File: src/rtl/battery_divider_average_charge_percent_unit_assert.svh
// Assertion macros for the battery divider average charge percent unit.
// Depends on nothing; included by the top level only.
`ifndef BATTERY_DIVIDER_AVERAGE_CHARGE_PERCENT_UNIT_ASSERT_SVH
`define BATTERY_DIVIDER_AVERAGE_CHARGE_PERCENT_UNIT_ASSERT_SVH

`ifndef NO_ASSERTIONS

// Same-cycle implication, checked outside reset
`define BDACP_ASSERT_IMP(lbl, clk, rstn, ante, cons, msg) \
    lbl: assert property (@(posedge clk) disable iff (!rstn) (ante) |-> (cons)) \
        else $error(msg);

// Next-cycle implication, checked outside reset
`define BDACP_ASSERT_NXT(lbl, clk, rstn, ante, cons, msg) \
    lbl: assert property (@(posedge clk) disable iff (!rstn) (ante) |=> (cons)) \
        else $error(msg);

`else

`define BDACP_ASSERT_IMP(lbl, clk, rstn, ante, cons, msg)
`define BDACP_ASSERT_NXT(lbl, clk, rstn, ante, cons, msg)

`endif

`endif

File: src/rtl/bdacp_pkg.sv
// Shared types, constants and the percent mapping for the battery charge unit.
// Depends on nothing; imported by every module of the block.
package bdacp_pkg;

    // Field and register widths
    localparam int PIN_W    = 12;
    localparam int OHM_W    = 24;
    localparam int BAT_W    = 16;
    localparam int PCT_W    = 7;
    localparam int HIST_W   = 15;
    localparam int PROD_W   = PIN_W + OHM_W;
    localparam int ITER_W   = $clog2(PROD_W + 1);
    localparam int CFG_IDX_W = 2;

    localparam int WINDOW_DEF = 5;

    // Configuration register indexes
    localparam logic [CFG_IDX_W-1:0] REG_FULL_OHMS   = CFG_IDX_W'(0);
    localparam logic [CFG_IDX_W-1:0] REG_OUTPUT_OHMS = CFG_IDX_W'(1);

    // Saturation limits and charge thresholds
    localparam logic [BAT_W-1:0]  BAT_MAX    = '1;
    localparam logic [HIST_W-1:0] HIST_MAX   = '1;
    localparam logic [HIST_W-1:0] MV_FULL    = HIST_W'(2350);
    localparam logic [HIST_W-1:0] MV_EMPTY   = HIST_W'(1950);
    localparam logic [HIST_W-3:0] PCT_OFFSET = (HIST_W-2)'(488);
    localparam logic [PCT_W-1:0]  PCT_FULL   = PCT_W'(100);
    localparam logic [PCT_W-1:0]  PCT_EMPTY  = '0;

    typedef enum logic [2:0] {
        ST_IDLE,
        ST_MUL,
        ST_DIV_SCALE,
        ST_STORE,
        ST_SUM,
        ST_AVG_START,
        ST_DIV_AVG,
        ST_DONE
    } bdacp_state_t;

    // Commands from controller to datapath
    typedef struct packed {
        logic load_pin;
        logic div_start;
        logic div_avg;
        logic latch_bat;
        logic ring_write;
        logic sum_step;
        logic out_load;
    } bdacp_cmd_t;

    // Status from datapath to controller
    typedef struct packed {
        logic div_busy;
        logic div_done;
        logic sum_last;
        logic out_free;
    } bdacp_stat_t;

    // Map an averaged voltage to a charge percentage
    function automatic logic [PCT_W-1:0] pct_of(input logic [HIST_W-1:0] avg);
        logic [HIST_W-3:0] quarter;
        quarter = avg[HIST_W-1:2];
        if (avg >= MV_FULL) begin
            return PCT_FULL;
        end else if (avg <= MV_EMPTY) begin
            return PCT_EMPTY;
        end else if (quarter <= PCT_OFFSET) begin
            return PCT_EMPTY;
        end else begin
            return PCT_W'(quarter - PCT_OFFSET);
        end
    endfunction

endpackage

File: src/rtl/bdacp_div.sv
// Restoring divider, one quotient bit per cycle, left-aligned dividend.
// Depends on bdacp_pkg.
module bdacp_div
    import bdacp_pkg::*;
(
    input  logic              clk,
    input  logic              rst_n,
    input  logic              start,
    input  logic [PROD_W-1:0] dividend,
    input  logic [OHM_W-1:0]  divisor,
    input  logic [ITER_W-1:0] iters,
    output logic              busy,
    output logic              done,
    output logic [PROD_W-1:0] quotient
);

    logic [OHM_W:0]    rem_reg, rem_next;
    logic [PROD_W-1:0] dq_reg, dq_next;
    logic [ITER_W-1:0] cnt_reg, cnt_next;
    logic              busy_reg, busy_next;
    logic              done_reg, done_next;

    logic [OHM_W:0]    shifted;
    logic [OHM_W+1:0]  trial;

    // Shift in the next dividend bit and try the subtraction
    assign shifted = {rem_reg[OHM_W-1:0], dq_reg[PROD_W-1]};
    assign trial   = {1'b0, shifted} - {2'b00, divisor};

    always_comb
    begin
        rem_next  = rem_reg;
        dq_next   = dq_reg;
        cnt_next  = cnt_reg;
        busy_next = busy_reg;
        done_next = 1'b0;
        if (start) begin
            rem_next  = '0;
            dq_next   = dividend;
            cnt_next  = iters;
            busy_next = 1'b1;
        end else if (busy_reg) begin
            if (trial[OHM_W+1]) begin
                rem_next = shifted;
                dq_next  = {dq_reg[PROD_W-2:0], 1'b0};
            end else begin
                rem_next = trial[OHM_W:0];
                dq_next  = {dq_reg[PROD_W-2:0], 1'b1};
            end
            cnt_next = cnt_reg - ITER_W'(1);
            if (cnt_reg == ITER_W'(1)) begin
                busy_next = 1'b0;
                done_next = 1'b1;
            end
        end
    end

    // Hold control state under reset
    always_ff @(posedge clk or negedge rst_n)
    begin
        if (!rst_n) begin
            busy_reg <= 1'b0;
            done_reg <= 1'b0;
            cnt_reg  <= '0;
        end else begin
            busy_reg <= busy_next;
            done_reg <= done_next;
            cnt_reg  <= cnt_next;
        end
    end

    // Advance the partial remainder and quotient
    always_ff @(posedge clk)
    begin
        rem_reg <= rem_next;
        dq_reg  <= dq_next;
    end

    assign busy     = busy_reg;
    assign done     = done_reg;
    assign quotient = dq_reg;

endmodule

File: src/rtl/bdacp_ctrl.sv
// Controller state machine: sequences scale, store, sum, average, output.
// Depends on bdacp_pkg.
module bdacp_ctrl
    import bdacp_pkg::*;
(
    input  logic        clk,
    input  logic        rst_n,
    input  logic        in_valid,
    output logic        in_stall,
    input  bdacp_stat_t stat,
    output bdacp_cmd_t  cmd
);

    bdacp_state_t state_reg, state_next;

    // Next state
    always_comb
    begin
        state_next = state_reg;
        unique case (state_reg)
            ST_IDLE:      if (in_valid) state_next = ST_MUL;
            ST_MUL:       state_next = ST_DIV_SCALE;
            ST_DIV_SCALE: if (stat.div_done) state_next = ST_STORE;
            ST_STORE:     state_next = ST_SUM;
            ST_SUM:       if (stat.sum_last) state_next = ST_AVG_START;
            ST_AVG_START: state_next = ST_DIV_AVG;
            ST_DIV_AVG:   if (stat.div_done) state_next = ST_DONE;
            ST_DONE:      if (stat.out_free) state_next = ST_IDLE;
            default:      state_next = ST_IDLE;
        endcase
    end

    // Outputs
    always_comb
    begin
        cmd      = '0;
        in_stall = 1'b1;
        unique case (state_reg)
            ST_IDLE:
            begin
                in_stall     = 1'b0;
                cmd.load_pin = in_valid;
            end
            ST_MUL:       cmd.div_start = 1'b1;
            ST_DIV_SCALE: cmd.latch_bat = stat.div_done;
            ST_STORE:     cmd.ring_write = 1'b1;
            ST_SUM:       cmd.sum_step = 1'b1;
            ST_AVG_START:
            begin
                cmd.div_start = 1'b1;
                cmd.div_avg   = 1'b1;
            end
            // Hold the sample count on the divisor while the average iterates
            ST_DIV_AVG:   cmd.div_avg = 1'b1;
            ST_DONE:      cmd.out_load = stat.out_free;
            default:      cmd = '0;
        endcase
    end

    always_ff @(posedge clk or negedge rst_n)
    begin
        if (!rst_n) begin
            state_reg <= ST_IDLE;
        end else begin
            state_reg <= state_next;
        end
    end

endmodule

File: src/rtl/bdacp_dp.sv
// Datapath: config registers, multiplier, shared divider, history ring,
// running sum and output register. Depends on bdacp_pkg and bdacp_div.
module bdacp_dp
    import bdacp_pkg::*;
#(
    parameter int WINDOW = WINDOW_DEF
)
(
    input  logic                 clk,
    input  logic                 rst_n,
    input  logic                 cfg_we,
    input  logic [CFG_IDX_W-1:0] cfg_index,
    input  logic [OHM_W-1:0]     cfg_data,
    input  logic [PIN_W-1:0]     pin_mv,
    input  logic                 out_stall,
    input  bdacp_cmd_t           cmd,
    output bdacp_stat_t          stat,
    output logic                 out_valid,
    output logic [BAT_W-1:0]     battery_mv,
    output logic [PCT_W-1:0]     percent
);

    localparam int IDX_W = (WINDOW > 1) ? $clog2(WINDOW) : 1;
    localparam int CNT_W = $clog2(WINDOW + 1);
    localparam int SUM_W = HIST_W + CNT_W;

    logic [OHM_W-1:0]  full_ohms_reg;
    logic [OHM_W-1:0]  output_ohms_reg;
    logic [PIN_W-1:0]  pin_reg;
    logic [BAT_W-1:0]  bat_reg;
    logic [HIST_W-1:0] hist_reg [WINDOW];
    logic [IDX_W-1:0]  slot_reg;
    logic              full_reg;
    logic [CNT_W-1:0]  count_reg;
    logic [IDX_W-1:0]  idx_reg;
    logic [SUM_W-1:0]  sum_reg;
    logic              out_valid_reg;
    logic [BAT_W-1:0]  battery_mv_reg;
    logic [PCT_W-1:0]  percent_reg;

    logic [PROD_W-1:0] product;
    logic [PROD_W-1:0] div_dividend;
    logic [OHM_W-1:0]  div_divisor;
    logic [ITER_W-1:0] div_iters;
    logic [PROD_W-1:0] quotient;
    logic              div_busy;
    logic              div_done;
    logic [BAT_W-1:0]  bat_sat;
    logic [HIST_W-1:0] stored;
    logic              slot_wrap;
    logic              out_free;

    // Write configuration registers
    always_ff @(posedge clk or negedge rst_n)
    begin
        if (!rst_n) begin
            full_ohms_reg   <= OHM_W'(1);
            output_ohms_reg <= OHM_W'(1);
        end else if (cfg_we) begin
            case (cfg_index)
                REG_FULL_OHMS:   full_ohms_reg   <= cfg_data;
                REG_OUTPUT_OHMS: output_ohms_reg <= cfg_data;
                default:         full_ohms_reg   <= full_ohms_reg;
            endcase
        end
    end

    // 12 x 24 product feeds the divider at start
    assign product = pin_reg * full_ohms_reg;

    // Select divider operands: scaling ratio or ring average
    always_comb
    begin
        if (cmd.div_avg) begin
            div_dividend = {sum_reg, {(PROD_W - SUM_W){1'b0}}};
            div_divisor  = OHM_W'(count_reg);
            div_iters    = ITER_W'(SUM_W);
        end else begin
            div_dividend = product;
            div_divisor  = output_ohms_reg;
            div_iters    = ITER_W'(PROD_W);
        end
    end

    bdacp_div u_div (
        .clk      (clk),
        .rst_n    (rst_n),
        .start    (cmd.div_start),
        .dividend (div_dividend),
        .divisor  (div_divisor),
        .iters    (div_iters),
        .busy     (div_busy),
        .done     (div_done),
        .quotient (quotient)
    );

    // Saturate the scaled voltage and the ring entry
    assign bat_sat   = (|quotient[PROD_W-1:BAT_W]) ? BAT_MAX : quotient[BAT_W-1:0];
    assign stored    = bat_reg[BAT_W-1] ? HIST_MAX : bat_reg[HIST_W-1:0];
    assign slot_wrap = (slot_reg == IDX_W'(WINDOW - 1));
    assign out_free  = !out_valid_reg || !out_stall;

    // Capture input sample and scaled voltage
    always_ff @(posedge clk)
    begin
        if (cmd.load_pin) begin
            pin_reg <= pin_mv;
        end
        if (cmd.latch_bat) begin
            bat_reg <= bat_sat;
        end
    end

    // History ring and fill tracking
    always_ff @(posedge clk or negedge rst_n)
    begin
        if (!rst_n) begin
            for (int i = 0; i < WINDOW; i++) begin
                hist_reg[i] <= '0;
            end
            slot_reg  <= '0;
            full_reg  <= 1'b0;
            count_reg <= CNT_W'(1);
        end else if (cmd.ring_write) begin
            hist_reg[slot_reg] <= stored;
            if (slot_wrap) begin
                slot_reg  <= '0;
                full_reg  <= 1'b1;
                count_reg <= CNT_W'(WINDOW);
            end else begin
                slot_reg  <= slot_reg + IDX_W'(1);
                count_reg <= full_reg ? CNT_W'(WINDOW) : CNT_W'(slot_reg) + CNT_W'(1);
            end
        end
    end

    // Accumulate every ring entry, one per cycle; unwritten entries are zero
    always_ff @(posedge clk or negedge rst_n)
    begin
        if (!rst_n) begin
            idx_reg <= '0;
        end else if (cmd.ring_write) begin
            idx_reg <= '0;
        end else if (cmd.sum_step) begin
            idx_reg <= idx_reg + IDX_W'(1);
        end
    end

    always_ff @(posedge clk)
    begin
        if (cmd.ring_write) begin
            sum_reg <= '0;
        end else if (cmd.sum_step) begin
            sum_reg <= sum_reg + SUM_W'(hist_reg[idx_reg]);
        end
    end

    // Output register
    always_ff @(posedge clk or negedge rst_n)
    begin
        if (!rst_n) begin
            out_valid_reg <= 1'b0;
        end else if (cmd.out_load) begin
            out_valid_reg <= 1'b1;
        end else if (!out_stall) begin
            out_valid_reg <= 1'b0;
        end
    end

    always_ff @(posedge clk)
    begin
        if (cmd.out_load) begin
            battery_mv_reg <= bat_reg;
            percent_reg    <= pct_of(quotient[HIST_W-1:0]);
        end
    end

    assign stat.div_busy = div_busy;
    assign stat.div_done = div_done;
    assign stat.sum_last = (idx_reg == IDX_W'(WINDOW - 1));
    assign stat.out_free = out_free;

    assign out_valid  = out_valid_reg;
    assign battery_mv = battery_mv_reg;
    assign percent    = percent_reg;

endmodule

File: src/rtl/battery_divider_average_charge_percent_unit.sv
// Top level of the battery divider average charge percent unit.
// Depends on bdacp_pkg, bdacp_ctrl, bdacp_dp and the assertion macro header.
//
//  channel | direction | handshake             | payload
//  --------+-----------+-----------------------+---------------------------
//  in      | input     | in_valid / in_stall   | pin_mv[11:0]
//  out     | output    | out_valid / out_stall | battery_mv[15:0], percent[6:0]
//  cfg     | input     | cfg_we                | cfg_index[1:0], cfg_data[23:0]
//
// A transaction runs from the accepting cycle to the output load: the shared
// one-bit-per-cycle divider first forms the divider ratio, the ring sum then
// reads one entry per cycle, and the divider then forms the average; each
// division ends with a done report.
// Reset clears the ring, the fill state and sets both resistances to 1.
// A finished result waits in the output register; the next transaction is
// taken while it waits, and only a result ready before the previous one is
// taken holds the controller.
module battery_divider_average_charge_percent_unit
    import bdacp_pkg::*;
#(
    parameter int WINDOW = WINDOW_DEF
)
(
    input  logic                 clk,
    input  logic                 rst_n,
    input  logic                 cfg_we,
    input  logic [CFG_IDX_W-1:0] cfg_index,
    input  logic [OHM_W-1:0]     cfg_data,
    input  logic                 in_valid,
    output logic                 in_stall,
    input  logic [PIN_W-1:0]     pin_mv,
    output logic                 out_valid,
    input  logic                 out_stall,
    output logic [BAT_W-1:0]     battery_mv,
    output logic [PCT_W-1:0]     percent
);

`include "battery_divider_average_charge_percent_unit_assert.svh"

    bdacp_cmd_t  cmd;
    bdacp_stat_t stat;

    bdacp_ctrl u_ctrl (
        .clk      (clk),
        .rst_n    (rst_n),
        .in_valid (in_valid),
        .in_stall (in_stall),
        .stat     (stat),
        .cmd      (cmd)
    );

    bdacp_dp #(
        .WINDOW (WINDOW)
    ) u_dp (
        .clk        (clk),
        .rst_n      (rst_n),
        .cfg_we     (cfg_we),
        .cfg_index  (cfg_index),
        .cfg_data   (cfg_data),
        .pin_mv     (pin_mv),
        .out_stall  (out_stall),
        .cmd        (cmd),
        .stat       (stat),
        .out_valid  (out_valid),
        .battery_mv (battery_mv),
        .percent    (percent)
    );

    // An accepted transaction keeps the input side busy
    `BDACP_ASSERT_NXT(a_accept_busy, clk, rst_n, in_valid && !in_stall, in_stall, "input not stalled after accept")
    // Never start the divider while it is iterating
    `BDACP_ASSERT_IMP(a_div_idle, clk, rst_n, cmd.div_start, !stat.div_busy, "divider restarted while busy")
    // A new result appears only through an output load
    `BDACP_ASSERT_IMP(a_out_src, clk, rst_n, $rose(out_valid), $past(cmd.out_load), "output valid without load")

endmodule
File: config.mk
export PLATFORM = sky130hd
export DESIGN_NAME = battery_divider_average_charge_percent_unit
export DESIGN_NICKNAME = d
export VERILOG_FILES = /design/src/rtl/bdacp_pkg.sv /design/src/rtl/bdacp_div.sv /design/src/rtl/bdacp_ctrl.sv /design/src/rtl/bdacp_dp.sv /design/src/rtl/battery_divider_average_charge_percent_unit.sv
export VERILOG_INCLUDE_DIRS = /design/src /design/src/rtl
export SDC_FILE = /design/constraint.sdc
export NUM_CORES = 1
export LEC_CHECK = 0
export BUFFER_PORTS_ARGS = -buffer_cell sky130_fd_sc_hd__buf_2
export CORE_MARGIN = 2
export CORE_UTILIZATION = 40
export CTS_CLUSTER_SIZE = 8
export DETAILED_ROUTE_END_ITERATION = 8
export GPL_ROUTABILITY_DRIVEN = 0
export PLACE_DENSITY = 0.51
export SLEW_MARGIN = 15
export SYNTH_ARGS = -nofsm -noshare
export SYNTH_HDL_FRONTEND = slang
export SYNTH_HIERARCHICAL = 1
export SYNTH_SLANG_ARGS = --single-unit
File: constraint.sdc
create_clock -name clk -period 8.4 [get_ports clk]
set_clock_uncertainty 0.15 [all_clocks]
set_input_delay 1.68 -clock clk [delete_from_list [all_inputs] [get_ports clk]]
set_output_delay 1.68 -clock clk [all_outputs]
set_load 0.005 [all_outputs]
==> results.md, run 1 <==
- In the detailed route, the total length drawn on met3 is 3500 um.
- The total of warnings raised by yosys is 6.
- The post-synthesis area per instance is 9.47 sq um.
- The min-delay analysis places its worst path in the category register to register.
- In this run the cell area of the synthesized design comes to 0.0232 sq mm.
- After floorplanning, the core was divided into 88 placement rows.
- The kind of start point of the critical path is a register.
- Entering global routing, the biggest net connects 84 pins.
- In the final layout, the share of cells above drive strength 1 is 11.3%.
- After layout, the worst path uses 80.8% of the clock period.
- The register with the most flip-flops in the layout has 75 of them.
- The number of pins with negative max-slew slack in the final report was 0.
- The number of antenna violations at the first check in global routing is 5.
- Counting I/O delays and the setup requirement, the final critical path takes 6.79 ns.
- The number of setup buffers added after CTS is 0.
- The number of top-level pins is 68.
- The cell chosen for the clock root is sky130_fd_sc_hd__clkbuf_16.
- The highest signal layer in the routed design is met5.
- The number of nets in the final layout is 2849.
- The required time at the endpoint of the critical path is 8.57 ns.
- The hold violation total from the final report is 0.
- The number of setup violations in the final report is 0.
- Once the floorplan was initialized, standard cells occupied 40.4% of the core.
- Based on the critical path, the design can be clocked at up to 147 MHz.
- The number of clock sinks is 274.
- The number of hold buffers added after CTS was 0.
- The category of the critical setup timing path is register to register.
- Setup repair after global routing left no endpoint under its margin.
- Synthesis produced a netlist whose cell count is 2455.
- The die footprint is 0.0600 sq mm.
- The first global-routing pass estimated 100000 um of wire.
- The number of global-route vias before repair is 18100.
- Relative to the synthesized area, the layout overhead comes to 9.01%.
- Once detail routing completed, the nets flagged for antenna violations numbered 0.
- TritonCTS built the clock tree.
- The flow ran to the end, and the final reports show no timing, DRC or antenna violations.
- The die is 245 um tall.
- The latest clock arrival within the worst-skew pair is 0.59 ns.
- The routed wire length per instance is 19.2 um.
- The actual slew at the worst max-slew pin is 1.16 ns.
- The clock transition at the registers of the reported paths is 0.06 ns.
- The setup check on the worst reg-to-reg path leaves a slack of 1.61 ns.
- CTS built an H-tree with a depth of 2.
- The worst setup path is captured at a register.
- Summed over all failing endpoints, the final setup total negative slack is 0 ns.
- The detailed-route vias per instance is 5.30.
- The post-detailed-route DRC marker count is 0.
- In the detailed route, the total length drawn on met2 is 29500 um.
- In this run the tool buffered the top-level ports with 67 buffer cells.
- From left edge to right edge, the die measures 245 um.
- The total routed wire length on the met1 layer is 27500 um.
- The maximum clock path buffer count is 3.
- The count of instances resized after the clock tree is built is 0.
- The DRC violation total after the first TritonRoute iteration is 1003.
- The headroom to the max-slew limit is 22.6%.
- The max-cap violation count is 0.
- The total CTS buffers is 40.
- Across all layers, the routed design uses 17200 vias.
- The count of TritonRoute iterations in the first routing pass is 5.
- The total area inside the core boundary comes to 0.0576 sq mm.
- The placed wire-length estimate after detailed placement is 46600 um.
- The data arrival at the endpoint of the critical path is 6.95 ns.
- The combined global-route utilization of all metal layers is 21.4%.
- Of all nets on the critical path, the largest fanout is 24.
- The total congestion overflow is 0.
- For this block, the routed nets add up to 62500 um of wire.
==> cell type report <==
class	instances	area (sq um)
fillers	5649	32200
flip-flops and latches	274	7090
multi-input cells	1724	14400
clock buffers	65	1090
repair buffers	86	484
clock inverters	4	71.3
diodes	1	2.50
well taps	765	957
inverters	332	1250
==> placed cells by master (no fill, tap or decap), types with 89 or more instances in the layout <==
cell                      count
sky130_fd_sc_hd__mux2_2      89
sky130_fd_sc_hd__nor2_1     174
sky130_fd_sc_hd__and2_1      92
sky130_fd_sc_hd__dfrtp_1    142
sky130_fd_sc_hd__fa_1       222
sky130_fd_sc_hd__ha_1       125
sky130_fd_sc_hd__nand2_1    346
sky130_fd_sc_hd__inv_1      332
sky130_fd_sc_hd__a21oi_1    123
==> metal layers <==
| layer | vias to the layer above | global-route usage, % |
|---|---|---|
| li1 | 8103 | - |
| met1 | 8577 | 28.2 |
| met2 | 420 | 35.3 |
| met3 | 107 | 3.87 |
| met4 | 8 | 7.28 |
| met5 | - | 0 |
==> path summary, 6_finish.rpt <==
check / startpoint / end / depth (start not counted)
worst min register to register: u_dp/bat_reg[12] / u_dp/battery_mv[12] / 0
worst max-delay path: u_dp/pin_reg[8] / u_dp/u_div/quotient[35] / 17
worst max register to register: u_dp/pin_reg[8] / u_dp/u_div/quotient[35] / 17
min in group asynchronous: rst_n / u_dp/hist_reg[62] / 1
max in group asynchronous: rst_n / u_dp/output_ohms_reg[19] / 2
worst min-delay path: u_dp/bat_reg[12] / u_dp/battery_mv[12] / 0
==> per-stage QoR <==
step,setup slack [ns],cells,hold WS (ns),instance area (sq um),util (%)
2_1_floorplan,2.60,2456,0.277,23200,-
3_3_place_gp,1.88,3181,0.292,24200,42.0
3_5_place_dp,1.77,3181,0.297,24200,42.0
4_1_cts,1.74,3250,0.309,25300,44.0
5_1_grt,1.24,3251,0.320,25300,44.0
6_report,1.61,3251,0.304,25300,44.0
==> critical path, cell delays in order, from the launching register on <==
cell                        delay (ns)
sky130_fd_sc_hd__edfxtp_1         0.95
sky130_fd_sc_hd__nand2_1          0.18
sky130_fd_sc_hd__fa_1             0.59
sky130_fd_sc_hd__inv_1            0.06
sky130_fd_sc_hd__fa_1             0.48
sky130_fd_sc_hd__fa_1             0.53
sky130_fd_sc_hd__fa_1             0.57
sky130_fd_sc_hd__inv_1            0.06
sky130_fd_sc_hd__fa_1             0.54
sky130_fd_sc_hd__inv_1            0.05
sky130_fd_sc_hd__ha_1             0.42
sky130_fd_sc_hd__nand4_1          0.22
sky130_fd_sc_hd__nor3_2           0.30
sky130_fd_sc_hd__nand4_1          0.23
sky130_fd_sc_hd__a2111oi_0        0.61
sky130_fd_sc_hd__or4_1            0.19
sky130_fd_sc_hd__o2111ai_1        0.09
sky130_fd_sc_hd__mux2_2           0.28
Power of run 1 is left out: the tool's default activity adds up to more than one toggle a clock period on the data nets, which glitch-free logic cannot reach.
==> run 2: changes to the inputs <==
clock period = 6.7 ns   (was 8.4 ns; I/O delays follow)
==> results.md, run 2 (same netlist as run 1, synthesis figures left out) <==
- The flow ran to the end, and the final reports show no timing, DRC or antenna violations.
- The number of antenna violations at the first check in global routing is 1 (-4).
- The combined global-route utilization of all metal layers is 21.4% (+0.023 points).
- The post-route antenna net violation count is 0 (unchanged).
- The number of flip-flops under the largest register name is 75 (unchanged).
- The data arrival at the endpoint of the critical path is 6.53 ns (-0.42 ns).
- From synthesis to final layout, the design area changed by 10.4%.
- The fraction of layout instances using a drive strength above 1 is 12.8% (+1.5 points).
- The tree is rooted in a sky130_fd_sc_hd__clkbuf_16.
- The area of the multi-input gates is 0.0144 sq mm (about the same).
- The CTS H-tree depth came to 2 (unchanged).
- The highest-delay cell along the critical path is sky130_fd_sc_hd__a31oi_1.
- The sum of negative setup slack is 0 ns (unchanged).
- The number of setup violations in the final report is 0 (unchanged).
- The number of top-level pins is 68 (unchanged).
- The detailed-route vias per instance is 5.23 (-1.2%).
- The number of nets in the final layout is 2890 (+1.4%).
- The die footprint came to 0.0600 sq mm (unchanged).
- The number of hold-repair buffers added at the cts stage is 0 (unchanged).
- The total CTS buffers was 41 (+2.5%).
- The total congestion overflow was 0 (unchanged).
- The kind of start point of the critical path is a register.
- The pin count of the biggest net entering global routing is 81 (-3.6%).
- Walking the worst path, the cells encountered are buf_4 > nand2_1 > fa_1 > fa_1 > inv_1 > fa_1 > fa_1 > inv_1 > fa_1 > inv_1 > ha_1 > a21oi_2 > o211a_1 > o21ai_1 > a31oi_1 > o311a_1 > nor3_1 > mux2_2.
- The maximum clock path buffer count is 3 (unchanged).
- The biggest fanout along the worst timing path is 10 (-58%).
- Counting stages on the worst path, the most repeated cell is sky130_fd_sc_hd__fa_1.
- By startpoint and endpoint, the worst setup path is classified as register to register.
- The placed wire-length estimate after detailed placement is 48100 um (+3.3%).
- The DRC violation total after the first TritonRoute iteration is 1058 (+5.5%).
- The latest clock arrival within the worst-skew pair was 0.59 ns (about the same).
- The minimum clock period after layout was 6.37 ns (-0.418 ns).
- Leaving out fill and tap cells, the most frequent cells in the layout are sky130_fd_sc_hd__nand2_1, sky130_fd_sc_hd__inv_1, sky130_fd_sc_hd__fa_1.
- The routed wire length per instance was 19.0 um (-1.2%).
- The horizontal extent of the die is 245 um (unchanged).
- The placeable core area came to 0.0576 sq mm (unchanged).
- The first-pass GRT wire length came to 100000 um (about the same).
- The total vias in the final route is 17200 (+0.10%).
- The die height came to 245 um (unchanged).
- The combined buffer and inverter count along the critical path was 4 (+1).
- The number of global-route vias before repair was 17800 (-1.9%).
- The post-detailed-routing wire length is 62500 um (+0.13%).
- The number of pins with negative max-slew slack in the final report is 0 (unchanged).
- The count of TritonRoute iterations in the first routing pass is 5 (unchanged).
- The required time at the endpoint of the critical path came to 6.86 ns (-1.71 ns).
- The sequential cell area in the final layout is 0.00709 sq mm (unchanged).
- The setup slack of the worst register-to-register path is 0.33 ns (-1.28 ns).
- The number of filler instances in the final layout came to 5604 (-0.80%).
- The effective utilization at floorplan was 40.4% (unchanged).
- The floorplan row count is 88 (unchanged).
- The post-detailed-route DRC marker count was 0 (unchanged).
- The clock transition at the registers of the reported paths came to 0.05 ns (about the same).
- The hold violation total from the final report is 0 (unchanged).
- The fraction of the cycle the final worst path needs is 95.0% (+14 points).
- The count of input and output buffers was 67 (unchanged).
- The actual slew at the worst max-slew pin is 1.13 ns (-0.0265 ns).
- The kind of capture point of the worst setup path is a register.
- The peak clock frequency supported by timing is 157 MHz (+6.6%).
- The delay contributed by the slowest stage of the critical path was 0.66 ns (-0.29 ns).
- The max-cap violation count is 0 (unchanged).
- Setup repair after global routing left no endpoint under its margin.
- The kind of cell with the highest combined delay along the critical path is adder cells.
- The tightest min-delay check is of the register to register type.
- The headroom to the max-slew limit is 24.3% (+1.8 points).
- The library cell used most frequently in the layout, excluding fill and tap cells, is sky130_fd_sc_hd__nand2_1.
- The number of clock sinks was 274 (unchanged).
- The CTS tree is done.
- The antenna diode count was 0 (-1).
## run 2: final timing paths
path                                        from                       to  depth (start not counted)
worst max register to register   u_dp/pin_reg[5]  u_dp/u_div/quotient[33]                         18
min in group asynchronous                  rst_n        u_dp/hist_reg[17]                          1
worst max-delay path             u_dp/pin_reg[5]  u_dp/u_div/quotient[33]                         18
max in group asynchronous                  rst_n   u_dp/full_ohms_reg[11]                          2
worst min register to register  u_dp/bat_reg[10]      u_dp/battery_mv[10]                          0
worst min-delay path            u_dp/bat_reg[10]      u_dp/battery_mv[10]                          0
## run 2: routing by layer
| layer | vias up | track usage (%) | wire (um) |
|---|---|---|---|
| met3 | 94 | 3.02 | 2890 |
| met2 | 393 | 34.8 | 29300 |
| met1 | 8564 | 29.3 | 28300 |
| met5 | - | 0 | 13 |
| met4 | 2 | 7.19 | 2040 |
| li1 | 8180 | - | - |
## run 2: worst reg2reg max path, delay by kind of cell (launching register included)
kind | cells | cell delay [ns]
buffers and inverters | 4 | 0.41
AND/OR/NAND/NOR | 2 | 0.14
flip-flops | 1 | 0.58
AO/OA/AOI/OAI | 5 | 1.50
multiplexers | 1 | 0.26
adder cells (fa/ha/maj) | 6 | 3.05
## run 2: layout make-up
| class | count | share of cell area (%) |
|---|---|---|
| timing repair buffer | 126 | 3.06 |
| clock inverter | 5 | 0.288 |
| inverter | 332 | 4.85 |
| multi-input combinational | 1724 | 56.1 |
| clock buffer | 68 | 4.39 |
| tap | 765 | 3.73 |
| sequential | 274 | 27.6 |
## run 2: per-stage QoR
step                      hold WS, ns  util [%]  setup slack, ns  cell area, sq um  cells
final                           0.306      44.6            0.333             25700   3294
after global routing            0.319      44.6          0.00455             25700   3294
after CTS                       0.304      44.5            0.243             25600   3285
after detailed placement        0.292      42.4            0.285             24400   3212
after global placement          0.288      42.4            0.292             24400   3212
after floorplan                 0.277         -            0.899             23200   2456
## run 2: what timing repair did
action,CTS,global route
setup buffers,0,9
setup endpoints to repair,0,1
gates resized for setup,0,1
Power of run 2 is left out for the same reason.
==> run 3: changes to the inputs <==
CORE_UTILIZATION = 50   (was 40)
PLACE_DENSITY = 0.62   (was 0.51)
==> results.md, run 3 (same netlist as run 1, synthesis figures left out) <==
- The run finished with clean final reports.
- The library cell used most frequently in the layout, excluding fill and tap cells, is sky130_fd_sc_hd__nand2_1.
- The number of antenna violations at the first check in global routing is 6 (+5).
- The effective utilization at floorplan is 50.9% (+11 points).
- The placed wire-length estimate after detailed placement is 45300 um (-5.8%).
- The final non-filler cell area came to 0.0255 sq mm (-0.75%).
- The number of filler instances in the final layout is 4102 (-27%).
- The pin count of the biggest net entering global routing was 101 (+25%).
- The hold violation total from the final report was 0 (unchanged).
- The met3 track utilization from global routing is 4.87% (+1.9 points).
- Compared with the post-synthesis result, the final layout area differs by 9.63%.
- The number of top-level pins is 68 (unchanged).
- The placeable core area was 0.0457 sq mm (-21%).
- The total congestion overflow is 0 (unchanged).
- The headroom to the max-slew limit was 29.2% (+4.9 points).
- The number of clock sinks is 274 (unchanged).
- The post-route antenna net violation count is 0 (unchanged).
- The number of global-route vias before repair is 18000 (+1.5%).
- The number of nets in the final layout was 2885 (-0.17%).
- The maximum clock path buffer count is 3 (unchanged).
- The kind of start point of the critical path is a register.
- The cell chosen for the clock root is sky130_fd_sc_hd__clkbuf_16.
- The max-cap violation count is 0 (unchanged).
- The category of the critical setup timing path is register to register.
- Setup repair after global routing left no endpoint under its margin.
- The die footprint is 0.0482 sq mm (-20%).
- The endpoint identified for the worst register-to-register timing path is u_dp/u_div/quotient[35].
- The sum of negative setup slack is 0 ns (unchanged).
- The kind of capture point of the worst setup path is a register.
- The count of TritonRoute iterations in the first routing pass is 5 (unchanged).
- The number of pins with negative max-slew slack in the final report is 0 (unchanged).
- The count of input and output buffers is 67 (unchanged).
- The die height is 220 um (-10%).
- The DRC violation total after the first TritonRoute iteration is 1182 (+12%).
- The hold path startpoint is u_dp/bat_reg[9].
- The horizontal extent of the die is 220 um (-10%).
- The peak clock frequency supported by timing is 157 MHz (about the same).
- The total vias in the final route came to 17400 (+1.2%).
- The fraction of layout instances using a drive strength above 1 is 12.6% (-0.13 points).
- The CTS tree is done.
- The worst-case hold slack was 0.324 ns (+0.0174 ns).
- The actual slew at the worst max-slew pin is 1.06 ns (-0.0729 ns).
- The fraction of the cycle the final worst path needs came to 95.0% (about the same).
- The total CTS buffers is 41 (unchanged).
- The clock transition at the registers of the reported paths came to 0.05 ns (about the same).
- The biggest fanout along the worst timing path came to 13 (+3).
- The required time at the endpoint of the critical path was 6.86 ns (about the same).
- The floorplan row count is 78 (-11%).
- The instance area after placement was 0.0242 sq mm (-0.77%).
- In the layout the commonest cells are sky130_fd_sc_hd__nand2_1, sky130_fd_sc_hd__inv_1, sky130_fd_sc_hd__fa_1.
- The routed wire length per instance is 19.1 um (+0.82%).
- The first-pass GRT wire length is 97100 um (-3.3%).
- The latest clock arrival within the worst-skew pair came to 0.58 ns (about the same).
- The data arrival at the endpoint of the critical path is 6.53 ns (about the same).
- The number of hold-repair buffers added at the cts stage came to 0 (unchanged).
- The setup slack of the worst register-to-register path was 0.33 ns (about the same).
- The highest-utilization routing layer at the global route stage is met2.
- The worst register-to-register path begins at u_dp/pin_reg[6].
- The combined global-route utilization of all metal layers is 25.9% (+4.5 points).
- The cell depth of the worst min-delay path is 0 (unchanged).
- The minimum clock period after layout is 6.37 ns (-0.00156 ns).
- The detailed-route vias per instance is 5.58 (+6.7%).
- The post-detailed-routing wire length came to 59800 um (-4.4%).
- The number of setup violations in the final report is 0 (unchanged).
- The CTS H-tree depth was 2 (unchanged).
- The met2 usage is 42.4% (+7.6 points).
- The number of flip-flops under the largest register name is 75 (unchanged).
- The post-detailed-route DRC marker count is 0 (unchanged).
- The depth of the most critical reg-to-reg path was 18 (unchanged).
- The global-route met1 utilization came to 34.2% (+4.9 points).
- For hold timing, the worst endpoint is u_dp/battery_mv[9].
- The worst min-delay path class is register to register.
run 3: cell count changes in the layout (fill, tap and decap cells not counted), sizes merged:
cell   previous run  this run
diode             0         1
buf             126       121
run 3: worst max path at each step:
stage	from	to	slack, ns	depth (start not counted)
after detailed placement	u_dp/pin_reg[6]	u_dp/u_div/quotient[35]	0.41	18
after global routing	u_dp/pin_reg[6]	u_dp/u_div/quotient[35]	0.006	18
after CTS	u_dp/pin_reg[6]	u_dp/u_div/quotient[35]	0.41	18
after global placement	u_dp/pin_reg[10]	u_dp/u_div/quotient[35]	0.51	17
final	u_dp/pin_reg[6]	u_dp/u_div/quotient[35]	0.33	18
after floorplan	u_dp/pin_reg[8]	u_dp/u_div/quotient[35]	0.90	19
run 3: stage by stage:
stage,setup WS [ns],util (%),cells
after floorplan,0.899,-,2456
after global placement,0.507,53.0,3048
after detailed placement,0.415,53.0,3048
after CTS,0.405,55.7,3121
after global routing,0.00613,55.8,3124
final,0.334,55.8,3125
run 3: per-layer routing:
metal,vias up,routed length [um]
li1,8170,-
met1,8655,25800
met2,475,28200
met3,132,3700
met4,10,2100
met5,-,61
run 3: critical path, cell delays in order (launching register included):
cell and delay [ns]:
sky130_fd_sc_hd__edfxtp_1 0.62, sky130_fd_sc_hd__buf_4 0.29, sky130_fd_sc_hd__nand2_1 0.09, sky130_fd_sc_hd__fa_1 0.49, sky130_fd_sc_hd__inv_1 0.05, sky130_fd_sc_hd__fa_1 0.47, sky130_fd_sc_hd__fa_1 0.53, sky130_fd_sc_hd__fa_1 0.54
sky130_fd_sc_hd__inv_1 0.05, sky130_fd_sc_hd__fa_1 0.52, sky130_fd_sc_hd__inv_1 0.04, sky130_fd_sc_hd__ha_1 0.45, sky130_fd_sc_hd__nand2_1 0.17, sky130_fd_sc_hd__nor3_2 0.22, sky130_fd_sc_hd__nand4_1 0.17, sky130_fd_sc_hd__a2111oi_0 0.66
sky130_fd_sc_hd__or4_1 0.20, sky130_fd_sc_hd__o2111ai_1 0.10, sky130_fd_sc_hd__mux2_2 0.28
run 3: timing repair:
item                                    CTS  global route
gates resized for setup                   0             0
setup buffers                             0             2
endpoints found under the setup margin    0             1
run 3: final cells by class:
| cell class | instances | area [sq um] | area share (%) |
|---|---|---|---|
| Sequential cell | 274 | 7090 | 27.8 |
| Antenna cell | 1 | 2.50 | 0.00982 |
| Tap cell | 600 | 751 | 2.95 |
| Clock inverter | 5 | 76.3 | 0.300 |
| Inverter | 332 | 1250 | 4.89 |
| Clock buffer | 68 | 1160 | 4.55 |
| Timing Repair Buffer | 121 | 767 | 3.01 |
| Multi-Input combinational cell | 1724 | 14400 | 56.5 |
Power of run 3 is left out for the same reason.
